File: src/rtl/core/ave_pkg.sv
// ----------------------------------------------------------------------------
// ADSR volume envelope package
// Shared types, register indexes and arithmetic constants of the envelope.
// ----------------------------------------------------------------------------
package ave_pkg;

   localparam int ADDR_W      = 4;
   localparam int QUEUE_DEPTH = 8;
   localparam int QPTR_W      = 3;
   localparam int QCNT_W      = 4;
   localparam int FRONT_DEPTH = 3;
   localparam int QUO_W       = 8;
   localparam int NUM_W       = 24;
   localparam int DEN_W       = 16;
   localparam int SUS_RECIP   = 33027;
   localparam int SUS_SHIFT   = 22;
   localparam int SUS_DIV_LOG = 7;

   localparam logic [1:0] REG_ATTACK  = 2'd0;
   localparam logic [1:0] REG_DECAY   = 2'd1;
   localparam logic [1:0] REG_SUSTAIN = 2'd2;
   localparam logic [1:0] REG_RELEASE = 2'd3;

   localparam logic [7:0] SUSTAIN_RESET = 8'd127;

   typedef enum logic [2:0] {
      PH_ATTACK,
      PH_DECAY,
      PH_SUSTAIN,
      PH_RELEASE,
      PH_DONE
   } phase_type;

   typedef struct packed {
      logic [7:0]         base_volume;
      logic [30:0]        elapsed_ms;
      logic signed [31:0] note_length;
   } req_type;

   typedef struct packed {
      logic [7:0] volume;
      logic       releasing;
      logic       finished;
   } rsp_type;

   typedef struct packed {
      logic [15:0] attack_ms;
      logic [15:0] decay_ms;
      logic [7:0]  sustain_level;
      logic [15:0] release_ms;
   } cfg_type;

   typedef struct packed {
      logic [NUM_W-1:0] num;
      logic [DEN_W-1:0] den;
      logic [7:0]       from;
      logic             neg;
      logic             releasing;
      logic             finished;
   } work_type;

   typedef struct packed {
      logic empty;
      logic almost_full;
   } queue_status_type;

endpackage

File: src/rtl/core/ave_front.sv
// ----------------------------------------------------------------------------
// ADSR envelope front end
// Computes the sustain level, picks the envelope phase and forms the
// interpolation numerator and divisor for each accepted query.
// ----------------------------------------------------------------------------
module ave_front (
   input  logic              clock,
   input  logic              reset,
   input  logic              accept,
   input  ave_pkg::req_type  req_data,
   input  ave_pkg::cfg_type  cfg,
   output logic              push,
   output ave_pkg::work_type work
);
   import ave_pkg::*;

   logic             v1_ff, v2_ff, v3_ff;
   req_type          req1_ff;
   logic [15:0]      prod1_ff;
   logic [15:0]      prod1_in;

   logic [31:0]      prod2_ff, prod2_in;
   logic [15:0]      x2_ff;
   logic [7:0]       base2_ff;
   phase_type        phase2_ff, phase2_in;
   logic [15:0]      pos2_ff, pos2_in;
   logic             rel2_ff, rel2_in, fin2_ff, fin2_in;

   logic [7:0]       sus3_ff, sus3_in;
   logic [7:0]       base3_ff;
   phase_type        phase3_ff;
   logic [15:0]      pos3_ff;
   logic             rel3_ff, fin3_ff;

   logic [31:0]      t_val, ad_val, len_val, eff_val;
   logic [32:0]      effr_val;
   logic [31:0]      pos_wide;
   logic             endless;

   logic [9:0]       q0;
   logic [16:0]      q0_times;

   logic [7:0]       mag, from_val;
   logic             neg_val;
   logic [15:0]      den_val;

   assign prod1_in = 16'(req_data.base_volume) * 16'(cfg.sustain_level);
   assign prod2_in = 32'(prod1_ff) * 32'(SUS_RECIP);

   always_comb begin
      t_val    = {1'b0, req1_ff.elapsed_ms};
      ad_val   = 32'(cfg.attack_ms) + 32'(cfg.decay_ms);
      endless  = req1_ff.note_length[31];
      len_val  = {1'b0, req1_ff.note_length[30:0]};
      eff_val  = (!endless && (len_val > ad_val)) ? len_val : ad_val;
      effr_val = {1'b0, eff_val} + 33'(cfg.release_ms);
      pos_wide = 32'd0;
      if (t_val < 32'(cfg.attack_ms)) begin
         phase2_in = PH_ATTACK;
         pos_wide  = t_val;
      end else if (t_val < ad_val) begin
         phase2_in = PH_DECAY;
         pos_wide  = t_val - 32'(cfg.attack_ms);
      end else if (endless || (t_val < eff_val)) begin
         phase2_in = PH_SUSTAIN;
      end else if ({1'b0, t_val} < effr_val) begin
         phase2_in = PH_RELEASE;
         pos_wide  = t_val - eff_val;
      end else begin
         phase2_in = PH_DONE;
      end
      pos2_in = pos_wide[15:0];
      rel2_in = !endless && (t_val >= eff_val);
      fin2_in = !endless && ({1'b0, t_val} >= effr_val);
   end

   always_comb begin
      q0       = prod2_ff[SUS_SHIFT +: 10];
      q0_times = (17'(q0) << SUS_DIV_LOG) - 17'(q0);
      if (q0_times > 17'(x2_ff)) begin
         sus3_in = 8'(q0 - 10'd1);
      end else begin
         sus3_in = q0[7:0];
      end
   end

   always_comb begin
      unique case (phase3_ff)
         PH_ATTACK: begin
            mag = base3_ff; from_val = 8'd0; neg_val = 1'b0; den_val = cfg.attack_ms;
         end
         PH_DECAY: begin
            neg_val  = sus3_ff < base3_ff;
            mag      = neg_val ? (base3_ff - sus3_ff) : (sus3_ff - base3_ff);
            from_val = base3_ff;
            den_val  = cfg.decay_ms;
         end
         PH_RELEASE: begin
            mag = sus3_ff; from_val = sus3_ff; neg_val = 1'b1; den_val = cfg.release_ms;
         end
         PH_SUSTAIN: begin
            mag = 8'd0; from_val = sus3_ff; neg_val = 1'b0; den_val = 16'd1;
         end
         default: begin
            mag = 8'd0; from_val = 8'd0; neg_val = 1'b0; den_val = 16'd1;
         end
      endcase
      work.num       = NUM_W'(pos3_ff) * NUM_W'(mag);
      work.den       = den_val;
      work.from      = from_val;
      work.neg       = neg_val;
      work.releasing = rel3_ff;
      work.finished  = fin3_ff;
   end

   assign push = v3_ff;

   always_ff @(posedge clock) begin
      if (reset) begin
         v1_ff <= 1'b0;
         v2_ff <= 1'b0;
         v3_ff <= 1'b0;
      end else begin
         v1_ff <= accept;
         v2_ff <= v1_ff;
         v3_ff <= v2_ff;
      end
   end

   always_ff @(posedge clock) begin
      req1_ff   <= req_data;
      prod1_ff  <= prod1_in;
      prod2_ff  <= prod2_in;
      x2_ff     <= prod1_ff;
      base2_ff  <= req1_ff.base_volume;
      phase2_ff <= phase2_in;
      pos2_ff   <= pos2_in;
      rel2_ff   <= rel2_in;
      fin2_ff   <= fin2_in;
      sus3_ff   <= sus3_in;
      base3_ff  <= base2_ff;
      phase3_ff <= phase2_ff;
      pos3_ff   <= pos2_ff;
      rel3_ff   <= rel2_ff;
      fin3_ff   <= fin2_ff;
   end

endmodule

File: src/rtl/core/ave_queue.sv
// ----------------------------------------------------------------------------
// ADSR envelope work queue
// Short first-in first-out buffer between the front end and the divider.
// ----------------------------------------------------------------------------
module ave_queue (
   input  logic                      clock,
   input  logic                      reset,
   input  logic                      push,
   input  ave_pkg::work_type         wdata,
   input  logic                      pop,
   output ave_pkg::work_type         rdata,
   output ave_pkg::queue_status_type status
);
   import ave_pkg::*;

   work_type            mem_ff [QUEUE_DEPTH];
   logic [QPTR_W-1:0]   wr_ptr_ff, wr_ptr_in;
   logic [QPTR_W-1:0]   rd_ptr_ff, rd_ptr_in;
   logic [QCNT_W-1:0]   count_ff, count_in;
   logic                do_pop;

   assign do_pop    = pop && (count_ff != '0);
   assign wr_ptr_in = push ? wr_ptr_ff + 1'b1 : wr_ptr_ff;
   assign rd_ptr_in = do_pop ? rd_ptr_ff + 1'b1 : rd_ptr_ff;

   always_comb begin
      count_in = count_ff;
      if (push && !do_pop) begin
         count_in = count_ff + 1'b1;
      end else if (do_pop && !push) begin
         count_in = count_ff - 1'b1;
      end
   end

   assign rdata              = mem_ff[rd_ptr_ff];
   assign status.empty       = (count_ff == '0);
   assign status.almost_full = (count_ff > QCNT_W'(QUEUE_DEPTH - FRONT_DEPTH - 1));

   always_ff @(posedge clock) begin
      if (reset) begin
         wr_ptr_ff <= '0;
         rd_ptr_ff <= '0;
         count_ff  <= '0;
      end else begin
         wr_ptr_ff <= wr_ptr_in;
         rd_ptr_ff <= rd_ptr_in;
         count_ff  <= count_in;
      end
   end

   always_ff @(posedge clock) begin
      if (push) begin
         mem_ff[wr_ptr_ff] <= wdata;
      end
   end

endmodule

File: src/rtl/core/ave_back.sv
// ----------------------------------------------------------------------------
// ADSR envelope back end
// Pipelined restoring divider, one quotient bit per stage, followed by the
// final offset and the registered result.
// ----------------------------------------------------------------------------
module ave_back (
   input  logic              clock,
   input  logic              reset,
   input  logic              in_valid,
   input  ave_pkg::work_type work,
   output logic              rsp_valid,
   output ave_pkg::rsp_type  rsp_data
);
   import ave_pkg::*;

   typedef struct packed {
      logic [NUM_W-1:0] rem;
      logic [DEN_W-1:0] den;
      logic [QUO_W-1:0] quo;
      logic [7:0]       from;
      logic             neg;
      logic             releasing;
      logic             finished;
   } stage_type;

   stage_type  st_ff [QUO_W];
   stage_type  st_in [QUO_W];
   logic       v_ff  [QUO_W];
   stage_type  src;
   logic [NUM_W-1:0] dsh;

   logic       rsp_valid_ff;
   rsp_type    rsp_ff, rsp_in;

   always_comb begin
      for (int k = 0; k < QUO_W; k++) begin
         if (k == 0) begin
            src.rem       = work.num;
            src.den       = work.den;
            src.quo       = '0;
            src.from      = work.from;
            src.neg       = work.neg;
            src.releasing = work.releasing;
            src.finished  = work.finished;
         end else begin
            src = st_ff[k-1];
         end
         dsh      = NUM_W'(src.den) << (QUO_W - 1 - k);
         st_in[k] = src;
         if (src.rem >= dsh) begin
            st_in[k].rem              = src.rem - dsh;
            st_in[k].quo[QUO_W-1-k]   = 1'b1;
         end
      end
   end

   always_comb begin
      rsp_in.volume    = st_ff[QUO_W-1].neg ? st_ff[QUO_W-1].from - st_ff[QUO_W-1].quo
                                            : st_ff[QUO_W-1].from + st_ff[QUO_W-1].quo;
      rsp_in.releasing = st_ff[QUO_W-1].releasing;
      rsp_in.finished  = st_ff[QUO_W-1].finished;
   end

   always_ff @(posedge clock) begin
      if (reset) begin
         for (int k = 0; k < QUO_W; k++) begin
            v_ff[k] <= 1'b0;
         end
         rsp_valid_ff <= 1'b0;
      end else begin
         v_ff[0] <= in_valid;
         for (int k = 1; k < QUO_W; k++) begin
            v_ff[k] <= v_ff[k-1];
         end
         rsp_valid_ff <= v_ff[QUO_W-1];
      end
   end

   always_ff @(posedge clock) begin
      for (int k = 0; k < QUO_W; k++) begin
         st_ff[k] <= st_in[k];
      end
      rsp_ff <= rsp_in;
   end

   assign rsp_valid = rsp_valid_ff;
   assign rsp_data  = rsp_ff;

endmodule

File: src/rtl/core/adsr_volume_envelope.sv
// ----------------------------------------------------------------------------
// ADSR volume envelope
// Stateless envelope evaluator: attack, decay, sustain and release volume
// for one query per transfer, with releasing and finished flags.
// ----------------------------------------------------------------------------
// Channel   Ports                                    Transfer
// query     start, busy, req_data                    start high, busy low
// result    rsp_valid, rsp_data                      one cycle, rsp_valid
// config    psel, penable, pwrite, paddr, pwdata,    psel, penable, pwrite
//           prdata, pready
//
// A query may be started every cycle while busy is low.
// Each result passes through the three front stages, the queue,
// the eight-stage divider and the output register.
// Reset clears all pipeline valid bits and restores the register defaults.
// The result side cannot stall, so busy stays low in normal operation.
// ----------------------------------------------------------------------------
module adsr_volume_envelope (
   input  logic                        clock,
   input  logic                        reset,
   input  logic                        start,
   output logic                        busy,
   input  ave_pkg::req_type            req_data,
   output logic                        rsp_valid,
   output ave_pkg::rsp_type            rsp_data,
   input  logic                        psel,
   input  logic                        penable,
   input  logic                        pwrite,
   input  logic [ave_pkg::ADDR_W-1:0]  paddr,
   input  logic [31:0]                 pwdata,
   output logic [31:0]                 prdata,
   output logic                        pready
);
   import ave_pkg::*;

   cfg_type          cfg_ff;
   logic             cfg_wr;
   logic [1:0]       reg_idx;
   logic             accept;
   logic             push;
   work_type         work_front, work_queue;
   queue_status_type qstat;

   assign pready  = 1'b1;
   assign reg_idx = paddr[3:2];
   assign cfg_wr  = psel && penable && pwrite;
   assign accept  = start && !busy;
   assign busy    = qstat.almost_full;

   always_ff @(posedge clock) begin
      if (reset) begin
         cfg_ff.attack_ms     <= '0;
         cfg_ff.decay_ms      <= '0;
         cfg_ff.sustain_level <= SUSTAIN_RESET;
         cfg_ff.release_ms    <= '0;
      end else if (cfg_wr) begin
         unique case (reg_idx)
            REG_ATTACK:  cfg_ff.attack_ms     <= pwdata[15:0];
            REG_DECAY:   cfg_ff.decay_ms      <= pwdata[15:0];
            REG_SUSTAIN: cfg_ff.sustain_level <= pwdata[7:0];
            REG_RELEASE: cfg_ff.release_ms    <= pwdata[15:0];
            default: ;
         endcase
      end
   end

   always_comb begin
      unique case (reg_idx)
         REG_ATTACK:  prdata = 32'(cfg_ff.attack_ms);
         REG_DECAY:   prdata = 32'(cfg_ff.decay_ms);
         REG_SUSTAIN: prdata = 32'(cfg_ff.sustain_level);
         REG_RELEASE: prdata = 32'(cfg_ff.release_ms);
         default:     prdata = '0;
      endcase
   end

   ave_front u_front (
      .clock    (clock),
      .reset    (reset),
      .accept   (accept),
      .req_data (req_data),
      .cfg      (cfg_ff),
      .push     (push),
      .work     (work_front)
   );

   ave_queue u_queue (
      .clock  (clock),
      .reset  (reset),
      .push   (push),
      .wdata  (work_front),
      .pop    (!qstat.empty),
      .rdata  (work_queue),
      .status (qstat)
   );

   ave_back u_back (
      .clock     (clock),
      .reset     (reset),
      .in_valid  (!qstat.empty),
      .work      (work_queue),
      .rsp_valid (rsp_valid),
      .rsp_data  (rsp_data)
   );

   a_fin_implies_rel: assert property (@(posedge clock) disable iff (reset)
      rsp_valid |-> (!rsp_data.finished || rsp_data.releasing))
      else $error("finished without releasing");

   a_latency: assert property (@(posedge clock) disable iff (reset)
      (start && !busy) |-> ##13 rsp_valid)
      else $error("result missing after query");

   a_no_spurious: assert property (@(posedge clock) disable iff (reset)
      rsp_valid |-> $past(start && !busy, 13))
      else $error("result without query");

endmodule
File: config.mk
export PLATFORM = sky130hd
export DESIGN_NAME = adsr_volume_envelope
export DESIGN_NICKNAME = d
export VERILOG_FILES = /design/src/rtl/core/ave_pkg.sv /design/src/rtl/core/ave_front.sv /design/src/rtl/core/ave_queue.sv /design/src/rtl/core/ave_back.sv /design/src/rtl/core/adsr_volume_envelope.sv
export SDC_FILE = /design/constraint.sdc
export NUM_CORES = 2
export LEC_CHECK = 0
export BUFFER_PORTS_ARGS = -buffer_cell sky130_fd_sc_hd__buf_2
export CAP_MARGIN = 10
export CORE_ASPECT_RATIO = 2
export CORE_MARGIN = 2
export CORE_UTILIZATION = 55
export DETAILED_ROUTE_END_ITERATION = 10
export GPL_TIMING_DRIVEN = 0
export PLACE_DENSITY = 0.71
export SLEW_MARGIN = 10
export SYNTH_ARGS = -nofsm -noshare
export SYNTH_HDL_FRONTEND = slang
export SYNTH_HIERARCHICAL = 1
export SYNTH_SLANG_ARGS = --single-unit
export TNS_END_PERCENT = 100
File: constraint.sdc
create_clock -name clock -period 13.2 [get_ports clock]
set_input_delay 2.64 -clock clock [delete_from_list [all_inputs] [get_ports clock]]
set_output_delay 2.64 -clock clock [all_outputs]
set_load 0.1 [all_outputs]
==> impl_summary.md <==
Status
The flow ran to the end, but the final reports show violations. The final reports fail on max-capacitance violations, max-slew violations.

Global route
Global routing used 27.41% of the available tracks. The maximum number of pins on one net before global-route repair is 24. The via count of the first global-routing pass is 38790. The initial antenna violation count came to 2. The first global-routing pass estimated 209.5 mm of wire. The total overflow left after global routing is 0.

Detailed routing
Summing over every cut layer, the via total after detailed routing is 36490. The total detailed-routing wirelength is 137.2 mm. Using the TritonRoute via totals, the vias-per-cell ratio works out to 5.658. The detailed-route wire length per cell is 21.28 microns. The count of antenna-violating nets left after detailed routing is 0. The detailed router's first-iteration violation count is 1414. The DRC violation count after routing is 0. The first-pass iteration count of the detailed router is 5.

Placed design
Once placement completed, the tool counted placed cells totaling 6271. The placement-stage worst setup slack is 0.6075 ns. The quantity of I/O buffers inserted on ports is 122. The final estimated routing congestion in global placement is 0.9729. The placed instances occupy a cell area of 57370 sq um.

After legalization and detailed placement, the total HPWL measured 108.3 mm.

Yosys
After synthesis the cells add up to 54630 sq um. The share of the synthesized area in the top cell type is 24.70%. Yosys mapped a number of flops with a built-in enable equal to 408. The fraction of registers with async set or reset after synthesis is 0%. The library cell with the highest instance count after synthesis is dfxtp_1. Counting instances in the post-synthesis netlist gives the leading cell types as dfxtp_1, ha_1, inv_1. For this run, the number of Yosys warnings is 6.

By area the synthesized netlist is led by dfxtp_1, edfxtp_1, ha_1, fa_1, mux4_2. The cell accounting for the most synthesized area is dfxtp_1. The count of cell types in the netlist is 103. After synthesis the netlist holds a flip-flop and latch count of 1082. After synthesis, the mean cell area works out to 11.41 sq um. Sequential cells were found to cover 47.13% of the synthesized design area.

Synthesis handed over a netlist of 4789 instances. In the synthesized netlist the dominant register cell turns out to be dfxtp_1.

Pwr
VDD sags by at most 123.0 uV. The total net switching power is 4.442 mW. Per report_power, the sequential group accounts for 36.4% of the total. The total internal power is 7.750 mW. The analysis attributes to cell leakage a power of 25.53 nW. The share of power burned in combinational logic is 40.4%.

In this run switching power makes up 36.43% of total power. Dividing total power by cell area gives a power density of 201.2 nW/um^2. The clock network accounts for 23.1% of the total power.

Timing
Dividing the final minimum period by the clock period gives 93.48%. Setup repair after global routing left no endpoint under its margin. The time the worst path needs with I/O delays and setup is 12.34 ns.

The number of failing hold endpoints at the final stage came to 0. Timing would allow up to 0.08104 GHz. The final worst clock skew is 0.04881 ns. Across all setup checks in the final design, the least slack found is 0.8607 ns. The actual slew at the worst max-slew pin is 1.531 ns. The post-route setup TNS is 0 ns. Setup violations remaining at the end of the flow were counted as 0. The headroom to the max-slew limit is -3.428%. The number of max-slew violations in the final report is 2.

Worst setup path
The number of buffers and inverters on the critical path is 5. Broken down by cell family, the worst path's largest delay share belongs to compound AO/OA/AOI/OAI gates. For the worst setup path, the data required time is 13.72 ns. The slowest cell on the critical path is o21ai_0. The worst setup path is launched from a register.

The maximum fanout count along the critical path is 10. The classification of the worst setup path is reg -> reg. The highest cell delay on the worst timing path is 0.72 ns.

For the worst setup path, the data arrival time is 12.86 ns. The capturing element type of the critical path is a register.

Floorplanning
158 I/O pins were placed. The floorplan step defined a die boundary enclosing 102000 sq um. From left edge to right edge, the die measures 226.8 microns.

The area of the core is 98510 sq um. Once the floorplan was initialized, standard cells occupied 55.45% of the core. The row count is 163. Measured along the y axis, the die boundary spans 449.7 microns.

Layout
The footprint of the multi-input gates is 26530 sq um. The final design area excluding fillers is 60580 sq um. Summing all flip-flop and latch instances after layout gives 25740 sq um. The non-filler instance count after layout is 6449. Compared with the post-synthesis result, the final layout area differs by 10.91%. Cells with a size suffix above 1 make up 12.08% of the layout.

The net count of the finished layout is 5782. The number of inserted filler cells in the final layout is 8068. The share of the core filled with cells in the final layout is 61.50%.

Clocking
The number of buffers between clock root and the deepest sink is 3. Clock-pin slew was measured on the worst setup and hold paths at 0.07 ns. Counting every sink on the clock net gives 1082. The number of buffers inserted to repair setup after CTS is 0. CTS built an H-tree with a depth of 3. TritonCTS built the clock tree. The source-to-sink clock delay at the later pin of the worst-skew pair is 0.72 ns. CTS placed an instance of clkbuf_16 at the clock tree root. The total CTS buffers is 93.

Hold path
The path class of the tightest hold or removal check is reg -> reg.

Job
The tool flagged a number of max-cap violations equal to 1.
[kinds of logic after synthesis]
kind of cell	Yosys count	share of synthesized area (%)
AO/OA/AOI/OAI	805	9.512
XOR/XNOR	248	3.976
adder cells (fa/ha/maj)	623	16.23
buffers and inverters	596	4.512
flip-flops	1082	47.13
multiplexers	305	8.346
other	2	0.01375
AND/OR/NAND/NOR	1128	10.28
[registers in the layout, indices dropped and copies added, names as in the netlist, 3 cells and up, named ones only]
register           cells
u_front/base3_ff       8
u_front/sus3_ff        8
u_front/prod1_ff      16
u_front/len_val       31
u_front/pos3_ff       16
u_front/prod2_ff      10
u_queue/mem_ff       408
u_front/req1_ff       39
u_front/x2_ff         16
u_front/phase2_ff      3
u_queue/rd_ptr_ff      3
u_back/rsp_data       10
u_front/phase3_ff      3
u_queue/wr_ptr_ff      3
u_front/pos2_ff       16
cfg_ff                56
u_queue/count_ff       4
u_front/base2_ff       8
u_back/st_ff         404
u_back/v_ff            8
[cell usage in the layout, fill, tap and decap left out, types with 12 or more instances in the layout]
cell type,instances
nand3_1,36
dfxtp_1,674
mux4_2,108
mux2_2,96
a22oi_1,23
a21oi_1,224
edfxtp_1,408
o21bai_1,27
o31ai_1,18
xnor2_1,153
ha_1,480
xor2_1,95
and2_1,81
nor2_1,272
o31a_1,14
o211ai_1,16
clkinv_2,12
nand2b_1,124
buf_6,16
or3_1,15
nor4_1,24
buf_2,136
clkbuf_1,71
a211oi_1,30
a31oi_1,21
mux2i_1,97
nor2b_1,77
buf_4,35
fa_1,143
inv_1,472
clkbuf_16,96
o21a_1,54
nand2_1,308
nand4_1,34
nor3_1,68
clkbuf_8,12
a21o_1,70
o21ai_0,188
conb_1,17
[metal layers]
layer	vias to the layer above	global-route usage, %	part of all wire [%]
met4	0	23.82	9.8
li1	17340	-	-
met2	927	54.74	57
met5	-	0	0
met1	17750	22.48	30
met3	475	3.403	3.3
[final timing paths]
check | from | to | slack, ns | cells past startpoint
worst min register to register | u_front/phase2_ff[1] | u_front/phase3_ff[1] | 0.29 | 0
worst max-delay path | cfg_ff[40] | u_front/pos2_ff[3] | 0.86 | 45
worst min-delay path | u_front/phase2_ff[1] | u_front/phase3_ff[1] | 0.29 | 0
worst max register to register | cfg_ff[40] | u_front/pos2_ff[3] | 0.86 | 45
[what timing repair did]
item / CTS / global route
resized for setup: 0 / 2
hold buffers: 0 / 0
endpoints found under the setup margin: 0 / 13
[power by group through the flow]
stage	Combinational [mW]	Sequential, mW	Clock (mW)
after floorplan	3.65	4.48	0
after CTS	4.94	4.44	2.88
after global routing	5.52	4.50	2.99
after global placement	4.78	4.50	0
final	4.93	4.44	2.82
after detailed placement	4.90	4.51	0
[worst register-to-register path, delay by kind of cell, from the launching register on]
kind                     cells  cell delay (ns)
AO/OA/AOI/OAI               20             4.84
XOR/XNOR                     2             0.73
adder cells (fa/ha/maj)      5             1.75
buffers and inverters        5             1.18
flip-flops                   1             0.53
AND/OR/NAND/NOR             13             3.12
[per-stage QoR]
step | power, mW | hold WS, ns
4_1_cts | 12.26 | 0.3102
6_report | 12.19 | 0.2944
3_3_place_gp | 9.277 | 0.3102
2_1_floorplan | 8.136 | 0.3096
5_1_grt | 13.02 | 0.3043
3_5_place_dp | 9.412 | 0.3121
[final cells by class]
class | count | area share, %
clock inverters | 57 | 0.9934
diodes | 6 | 0.02478
inverters | 467 | 2.893
flip-flops and latches | 1082 | 42.49
plain buffers | 129 | 1.175
repair buffers | 147 | 1.615
well taps | 1320 | 2.726
multi-input cells | 3126 | 43.79
clock buffers | 115 | 4.283
Power figures use the tool's default switching activity.
